$ cat config.mk
export PLATFORM = sky130hd
export DESIGN_NAME = sequence_tagged_result_ring_core
export DESIGN_NICKNAME = d
export VERILOG_FILES = /design/src/design/strr_pkg.sv /design/src/design/strr_ram.sv /design/src/design/sequence_tagged_result_ring_core.sv
export SDC_FILE = /design/constraint.sdc
export NUM_CORES = 1
export LEC_CHECK = 0
export ABC_AREA = 1
export BUFFER_PORTS_ARGS = -buffer_cell sky130_fd_sc_hd__buf_2
export CELL_PAD_IN_SITES_DETAIL_PLACEMENT = 1
export CELL_PAD_IN_SITES_GLOBAL_PLACEMENT = 2
export CORE_MARGIN = 8
export CORE_UTILIZATION = 42
export DETAILED_ROUTE_END_ITERATION = 6
export PLACE_DENSITY = 0.81
export SYNTH_ARGS = -nofsm -noshare
export SYNTH_HDL_FRONTEND = slang
export SYNTH_HIERARCHICAL = 1
export SYNTH_SLANG_ARGS = --single-unit
$ cat constraint.sdc
create_clock -name aclk -period 7.6 [get_ports aclk]
set_input_delay 1.9 -clock aclk [delete_from_list [all_inputs] [get_ports aclk]]
set_output_delay 1.9 -clock aclk [all_outputs]
set_load 0.005 [all_outputs]
$ cat src/design/strr_pkg.sv
package strr_pkg;

    // Ring geometry
    localparam int SLOTS  = 16;
    localparam int SLOT_W = $clog2(SLOTS);
    localparam int IDX_W  = 6;
    localparam int TAG_W  = 48;
    localparam int OP_W   = 2;

    // Last slot of the ring, used for wrap-around
    localparam logic [SLOT_W-1:0] SLOT_LAST = SLOT_W'(SLOTS - 1);

    // Tag value of an invalid slot, also the "latest" lookup query
    localparam logic signed [TAG_W-1:0] TAG_INVALID = '1;

    // Operation codes
    localparam logic [OP_W-1:0] OP_ACQUIRE = 2'd0;
    localparam logic [OP_W-1:0] OP_COMMIT  = 2'd1;
    localparam logic [OP_W-1:0] OP_LOOKUP  = 2'd2;

    // Slot after the given one, wrapping at the end of the ring
    function automatic logic [SLOT_W-1:0] slot_inc(input logic [SLOT_W-1:0] s);
        slot_inc = (s == SLOT_LAST) ? '0 : s + 1'b1;
    endfunction

    // Slot before the given one, wrapping at the start of the ring
    function automatic logic [SLOT_W-1:0] slot_dec(input logic [SLOT_W-1:0] s);
        slot_dec = (s == '0) ? SLOT_LAST : s - 1'b1;
    endfunction

endpackage

$ cat src/design/strr_ram.sv
module strr_ram #(
    parameter int WIDTH = 8,
    parameter int DEPTH = 16
) (
    input  logic                     aclk,
    input  logic                     we,
    input  logic [$clog2(DEPTH)-1:0] waddr,
    input  logic [WIDTH-1:0]         wdata,
    input  logic [$clog2(DEPTH)-1:0] raddr,
    output logic [WIDTH-1:0]         rdata
);

    logic [WIDTH-1:0] mem [DEPTH];

    // One write port, one registered read port
    always_ff @(posedge aclk) begin
        if (we) begin
            mem[waddr] <= wdata;
        end
        rdata <= mem[raddr];
    end

endmodule

$ cat src/design/sequence_tagged_result_ring_core.sv
// Sequence-tagged result ring.
// Input channel (s_valid/s_ready): s_operation selects acquire, commit or lookup;
// s_sequence_req carries the frame sequence for commit and lookup, -1 on lookup
// asks for the newest slot. Operation code 3 is taken and dropped, no item out.
// Result channel (m_valid/m_ready): one item per operation with the slot index,
// a found flag and the slot's tag (-1 when invalid or when nothing was found).
// Tags live in a 16-entry RAM with a registered read port; a valid bit per entry makes
// an entry never written since reset read as invalid, so no clearing pass runs.
// Sequence, one item at a time:
//   acquire and commit write the RAM on acceptance and go to the result state;
//   from there the result moves to the output register and the block returns to idle.
//   latest lookup: one RAM read, then the result state.
//   search lookup: one RAM entry per cycle from newest to oldest over the RAM
//   read port, up to SLOTS entries, then the result state.
// A result waits in the output register while the receiver stalls; the block
// then holds the next result and takes no new item until the register frees.
// Reset (aresetn low, synchronous) empties the ring: no newest slot, all tags
// invalid, output register empty.
module sequence_tagged_result_ring_core
    import strr_pkg::*;
(
    input  logic                    aclk,
    input  logic                    aresetn,

    input  logic                    s_valid,
    output logic                    s_ready,
    input  logic [OP_W-1:0]         s_operation,
    input  logic signed [TAG_W-1:0] s_sequence_req,

    output logic                    m_valid,
    input  logic                    m_ready,
    output logic [IDX_W-1:0]        m_slot_index,
    output logic                    m_found,
    output logic signed [TAG_W-1:0] m_slot_tag
);

    localparam logic [1:0] ST_IDLE   = 2'd0;
    localparam logic [1:0] ST_LATEST = 2'd1;
    localparam logic [1:0] ST_SEARCH = 2'd2;
    localparam logic [1:0] ST_RESULT = 2'd3;

    logic [1:0]              state_reg, state_next;
    logic                    newest_vld_reg, newest_vld_next;
    logic [SLOT_W-1:0]       newest_reg, newest_next;
    logic [SLOTS-1:0]        tag_vld_reg;
    logic [SLOT_W-1:0]       cur_reg, cur_next;
    logic [SLOT_W-1:0]       cnt_reg, cnt_next;
    logic signed [TAG_W-1:0] seq_reg, seq_next;

    logic [SLOT_W-1:0]       res_slot_reg, res_slot_next;
    logic                    res_found_reg, res_found_next;
    logic signed [TAG_W-1:0] res_tag_reg, res_tag_next;

    logic                    m_valid_reg;
    logic [IDX_W-1:0]        m_slot_reg;
    logic                    m_found_reg;
    logic signed [TAG_W-1:0] m_tag_reg;

    logic                    ram_we;
    logic [SLOT_W-1:0]       ram_waddr;
    logic [TAG_W-1:0]        ram_wdata;
    logic [SLOT_W-1:0]       ram_raddr;
    logic [TAG_W-1:0]        ram_rdata;

    logic                    in_fire;
    logic                    out_free;
    logic [SLOT_W-1:0]       next_slot;
    logic [SLOT_W-1:0]       newest_or_zero;
    logic signed [TAG_W-1:0] tag_eff;
    logic                    tag_hit;

    strr_ram #(
        .WIDTH(TAG_W),
        .DEPTH(SLOTS)
    ) u_tag_ram (
        .aclk (aclk),
        .we   (ram_we),
        .waddr(ram_waddr),
        .wdata(ram_wdata),
        .raddr(ram_raddr),
        .rdata(ram_rdata)
    );

    assign s_ready  = (state_reg == ST_IDLE);
    assign in_fire  = s_valid && s_ready;
    assign out_free = !m_valid_reg || m_ready;

    assign next_slot      = newest_vld_reg ? slot_inc(newest_reg) : '0;
    assign newest_or_zero = newest_vld_reg ? newest_reg : '0;

    // Tag of the slot read last cycle; never-written entries read invalid
    assign tag_eff = tag_vld_reg[cur_reg] ? $signed(ram_rdata) : TAG_INVALID;
    assign tag_hit = !tag_eff[TAG_W-1] && (seq_reg >= tag_eff);

    // Sequencer
    always_comb begin
        state_next      = state_reg;
        newest_vld_next = newest_vld_reg;
        newest_next     = newest_reg;
        cur_next        = cur_reg;
        cnt_next        = cnt_reg;
        seq_next        = seq_reg;
        res_slot_next   = res_slot_reg;
        res_found_next  = res_found_reg;
        res_tag_next    = res_tag_reg;
        ram_we          = 1'b0;
        ram_waddr       = next_slot;
        ram_wdata       = TAG_INVALID;
        ram_raddr       = cur_reg;

        case (state_reg)
            ST_IDLE: begin
                if (in_fire) begin
                    case (s_operation)
                        OP_ACQUIRE: begin
                            ram_we         = 1'b1;
                            res_slot_next  = next_slot;
                            res_found_next = 1'b1;
                            res_tag_next   = TAG_INVALID;
                            state_next     = ST_RESULT;
                        end
                        OP_COMMIT: begin
                            ram_we          = 1'b1;
                            ram_wdata       = s_sequence_req;
                            newest_next     = next_slot;
                            newest_vld_next = 1'b1;
                            res_slot_next   = next_slot;
                            res_found_next  = 1'b1;
                            res_tag_next    = s_sequence_req;
                            state_next      = ST_RESULT;
                        end
                        OP_LOOKUP: begin
                            seq_next = s_sequence_req;
                            cnt_next = '0;
                            if (s_sequence_req == TAG_INVALID) begin
                                cur_next   = newest_or_zero;
                                state_next = ST_LATEST;
                            end else begin
                                cur_next   = newest_vld_reg ? newest_reg : SLOT_LAST;
                                state_next = ST_SEARCH;
                            end
                            ram_raddr = cur_next;
                        end
                        default: begin
                            // unknown code: item dropped, state untouched
                        end
                    endcase
                end
            end
            ST_LATEST: begin
                res_slot_next  = cur_reg;
                res_found_next = 1'b1;
                res_tag_next   = tag_eff;
                state_next     = ST_RESULT;
            end
            ST_SEARCH: begin
                // one entry per cycle, newest to oldest
                if (tag_hit) begin
                    res_slot_next  = cur_reg;
                    res_found_next = 1'b1;
                    res_tag_next   = tag_eff;
                    state_next     = ST_RESULT;
                end else if (cnt_reg == SLOT_LAST) begin
                    res_slot_next  = '0;
                    res_found_next = 1'b0;
                    res_tag_next   = TAG_INVALID;
                    state_next     = ST_RESULT;
                end else begin
                    cur_next  = slot_dec(cur_reg);
                    ram_raddr = cur_next;
                    cnt_next  = cnt_reg + 1'b1;
                end
            end
            ST_RESULT: begin
                if (out_free) begin
                    state_next = ST_IDLE;
                end
            end
            default: begin
                state_next = ST_IDLE;
            end
        endcase
    end

    // Control state
    always_ff @(posedge aclk) begin
        if (!aresetn) begin
            state_reg      <= ST_IDLE;
            newest_vld_reg <= 1'b0;
            newest_reg     <= '0;
            tag_vld_reg    <= '0;
            m_valid_reg    <= 1'b0;
        end else begin
            state_reg      <= state_next;
            newest_vld_reg <= newest_vld_next;
            newest_reg     <= newest_next;
            if (ram_we) begin
                tag_vld_reg[ram_waddr] <= 1'b1;
            end
            if (state_reg == ST_RESULT && out_free) begin
                m_valid_reg <= 1'b1;
            end else if (m_ready) begin
                m_valid_reg <= 1'b0;
            end
        end
    end

    // Working and output payload
    always_ff @(posedge aclk) begin
        cur_reg       <= cur_next;
        cnt_reg       <= cnt_next;
        seq_reg       <= seq_next;
        res_slot_reg  <= res_slot_next;
        res_found_reg <= res_found_next;
        res_tag_reg   <= res_tag_next;
        if (state_reg == ST_RESULT && out_free) begin
            m_slot_reg  <= IDX_W'(res_slot_reg);
            m_found_reg <= res_found_reg;
            m_tag_reg   <= res_tag_reg;
        end
    end

    assign m_valid      = m_valid_reg;
    assign m_slot_index = m_slot_reg;
    assign m_found      = m_found_reg;
    assign m_slot_tag   = m_tag_reg;

    // A miss always reports slot 0 with an invalid tag
    a_miss_fields: assert property (@(posedge aclk) disable iff (!aresetn)
        m_valid && !m_found |-> (m_slot_index == '0) && (m_slot_tag == TAG_INVALID))
        else $error("miss result carries slot or tag");

    // Acquire and commit go straight to the result stage
    a_write_to_result: assert property (@(posedge aclk) disable iff (!aresetn)
        in_fire && (s_operation == OP_ACQUIRE || s_operation == OP_COMMIT)
        |=> state_reg == ST_RESULT)
        else $error("write operation did not reach result stage");

    // Walk never runs past the ring
    a_walk_bound: assert property (@(posedge aclk) disable iff (!aresetn)
        state_reg == ST_SEARCH && !tag_hit && cnt_reg == SLOT_LAST
        |=> state_reg == ST_RESULT && !res_found_reg)
        else $error("search walked past the last slot");

    // A found search result is a valid tag not above the query
    a_hit_order: assert property (@(posedge aclk) disable iff (!aresetn)
        state_reg == ST_SEARCH && tag_hit
        |=> res_found_reg && !res_tag_reg[TAG_W-1] && (seq_reg >= res_tag_reg))
        else $error("search hit with bad tag");

    // Output register is empty right after reset
    a_reset_empty: assert property (@(posedge aclk)
        !aresetn |=> !m_valid)
        else $error("result valid after reset");

endmodule

==> metrics.csv <==
metric,value,unit
worst rel slew slack,0.185,
max-capacitance violation count,0,
Critical Path End Type,register,
Sink Count,1002,
Max Slew Vio Count,0,
GRT Total Usage,0.229,
initial antenna violation count,5,
CTS Hold Bufs,0,
Vias,29833,
Mapped Area,0.0432,mm²
layout cell share with drive strength beyond 1,0.0960,
unrepaired setup endpoints after global routing,false,
Synth Area per Inst,10.5,µm²
R2R Setup Slk,1.09,ns
worst path bufs/invs,5,
XOR/XNOR share of the synthesized area,0,
Row Count,117,
DRC,0,
grt total ovfl,0,
terminus of the critical flop-to-flop path,u_tag_ram/rdata[32],
PwrDens,443,mW/mm²
largest net degree at the start of global routing,107,
crit-path max cell delay,0.67,ns
Async SR Flop Fraction,0,
Initial Utilization,0.424,
CTS clock-pin slew for the worst setup and hold paths,0.06,ns
"Most flops, register",u_tag_ram/mem,
#FFs+latches synth,1002,
CP required,8.18,ns
post-synth top area cell,edfxtp_1,
drt via density,5.28,
vias in the first global route,30491,
number of detailed-route iterations in the first pass,5,
CP arrival,7.09,ns
r2r worst-path depth,37,
TritonCTS clock tree,built,
clock skew,0.0281,ns
Reg-to-Reg Start,cur_reg[0],
CP Class,register to register,
CP max stage cell,dfxtp_1,
die width,337,µm
Avg WL per Cell,23.4,µm
die area,0.113,mm²
Tot Pwr,0.0216,W
sequential share of the synthesized area,0.679,
Clock Tree Buf Depth,3,
Pleak,19.9,nW
worst setup margin,1.09,ns
period utilization,0.857,
Cell variety after synth,41,
adder-cell share of the synthesized area,0.0159,
Worst Setup EP,u_tag_ram/rdata[32],
worst setup path start,cur_reg[0],
PortBufs,108,
Resized cells post-CTS,0,
Synth area leaders,"edfxtp_1, nand2_1, nand3_1",
Routed WL,132000,µm
I/O pin count,111,
Setup TNS,0,ns
CORE AREA,0.102,mm²
top-area cell type share of the netlist area,0.644,
post-synthesis compound-gate area fraction,0.0175,
Final Hold Fails,0,
Simple-Gate Fraction of Synth Area,0.202,
CTS Root Cell,clkbuf_16,
Finish-stage setup viols,0,
Place WS,1.13,ns
Worst VDD drop,0.000616,V
DRT iter0 DRCs,2371,
"antenna viol nets, final",0,
mux contribution to synthesized area,0,
chip height,337,µm
global-route wire length before repair,195000,µm
max FFs per register,768,
Layout Nets,4296,
top_reg_cell synth,edfxtp_1,
FMAX,153,MHz
crit path time final,6.51,ns
routability cong.,0.791,
H-Tree Depth,3,
post-synthesis instance total,4103,
CTS buffer count,109,
post-CTS setup buffers,0,
largest fanout on the critical path,106,
status,"finished, final reports clean",
placed wire-length estimate,74200,µm
worst skew pair latency,0.70,ns
Area Overhead vs Synth,12.7,%
main combinational cell family by area after synthesis,simple AND/OR/NAND/NOR gates,
Synthesis Warnings,6,
worst min path class,register to register,
most frequent cells in the layout,"nand2_1, edfxtp_1, inv_1",
Critical Path Start Type,register,
actual slew at the worst max-slew pin,1.22,ns
"commonest non-fill, non-tap cell in the layout",nand2_1,
"most used cell, CP",nand2_1,
Post-synth EDFFs,926,
cell family with most CP delay,simple AND/OR/NAND/NOR gates,
number of cells on the critical path,37,
## how the worst min path moves through the flow
| stage | startpoint | to | slack, ns | cells past startpoint |
|---|---|---|---|---|
| after global placement | res_tag_reg[0] | m_slot_tag[0] | 0.40 | 0 |
| after CTS | res_tag_reg[13] | m_slot_tag[13] | 0.42 | 0 |
| final | res_tag_reg[2] | m_slot_tag[2] | 0.42 | 0 |
| after global routing | res_tag_reg[13] | m_slot_tag[13] | 0.42 | 0 |
| after detailed placement | res_tag_reg[15] | m_slot_tag[15] | 0.41 | 0 |
| after floorplan | res_found_reg | m_found | 0.40 | 0 |
## cells in the mapped netlist, drive strengths merged, types with 25 or more instances
| library cell | n |
|---|---|
| a21oi | 46 |
| buf | 145 |
| edfxtp | 926 |
| nand2 | 1234 |
| nor2 | 136 |
| ha | 55 |
| o21ai | 76 |
| inv | 646 |
| clkbuf | 54 |
| dfxtp | 76 |
| nand3 | 631 |
| or2 | 25 |
## cell families (layout without fill, tap and decap cells)
family / Yosys count / in the layout
other cells: 1 / 4
buf+inv: 845 / 1022
fa+ha+maj: 55 / 55
simple gates: 2059 / 2059
flops: 1002 / 1002
compound gates: 141 / 141
## metrics by stage
step / hold WS (ns) / cells / utilization / area [µm²]
5_1_grt: 0.418 / 5649 / 0.478 / 48700
3_5_place_dp: 0.405 / 5444 / 0.443 / 45100
6_report: 0.419 / 5651 / 0.478 / 48700
3_3_place_gp: 0.400 / 5444 / 0.443 / 45100
2_1_floorplan: 0.400 / 4104 / - / 43200
4_1_cts: 0.418 / 5649 / 0.478 / 48700
## power by group
| part | total [W] | internal (W) | leakage, nW | switching, W |
|---|---|---|---|---|
| Sequential | 0.00691 | 0.00666 | 8.74 | 0.000252 |
| Clock | 0.00530 | 0.00311 | 1.74 | 0.00218 |
| Combinational | 0.00938 | 0.00261 | 9.38 | 0.00677 |
| Total | 0.0216 | 0.0124 | 19.9 | 0.00920 |
## layout make-up
cell class,count,area [µm²]
Sequential cell,1002,29300
Antenna cell,2,5.00
Clock buffer,147,2980
Timing Repair Buffer,171,1250
Clock inverter,58,583
Tap cell,1368,1710
Inverter,646,2450
Multi-Input combinational cell,2257,10400
Fill cell,11136,53200
## routing by layer
layer,vias up,track usage,routed length (µm)
met5,-,0,11
met4,2,0.0742,4110
met3,246,0.0429,9530
met2,925,0.378,62100
met1,15038,0.307,56600
li1,13622,-,-
No activity file was read; power rests on OpenSTA's default activity.
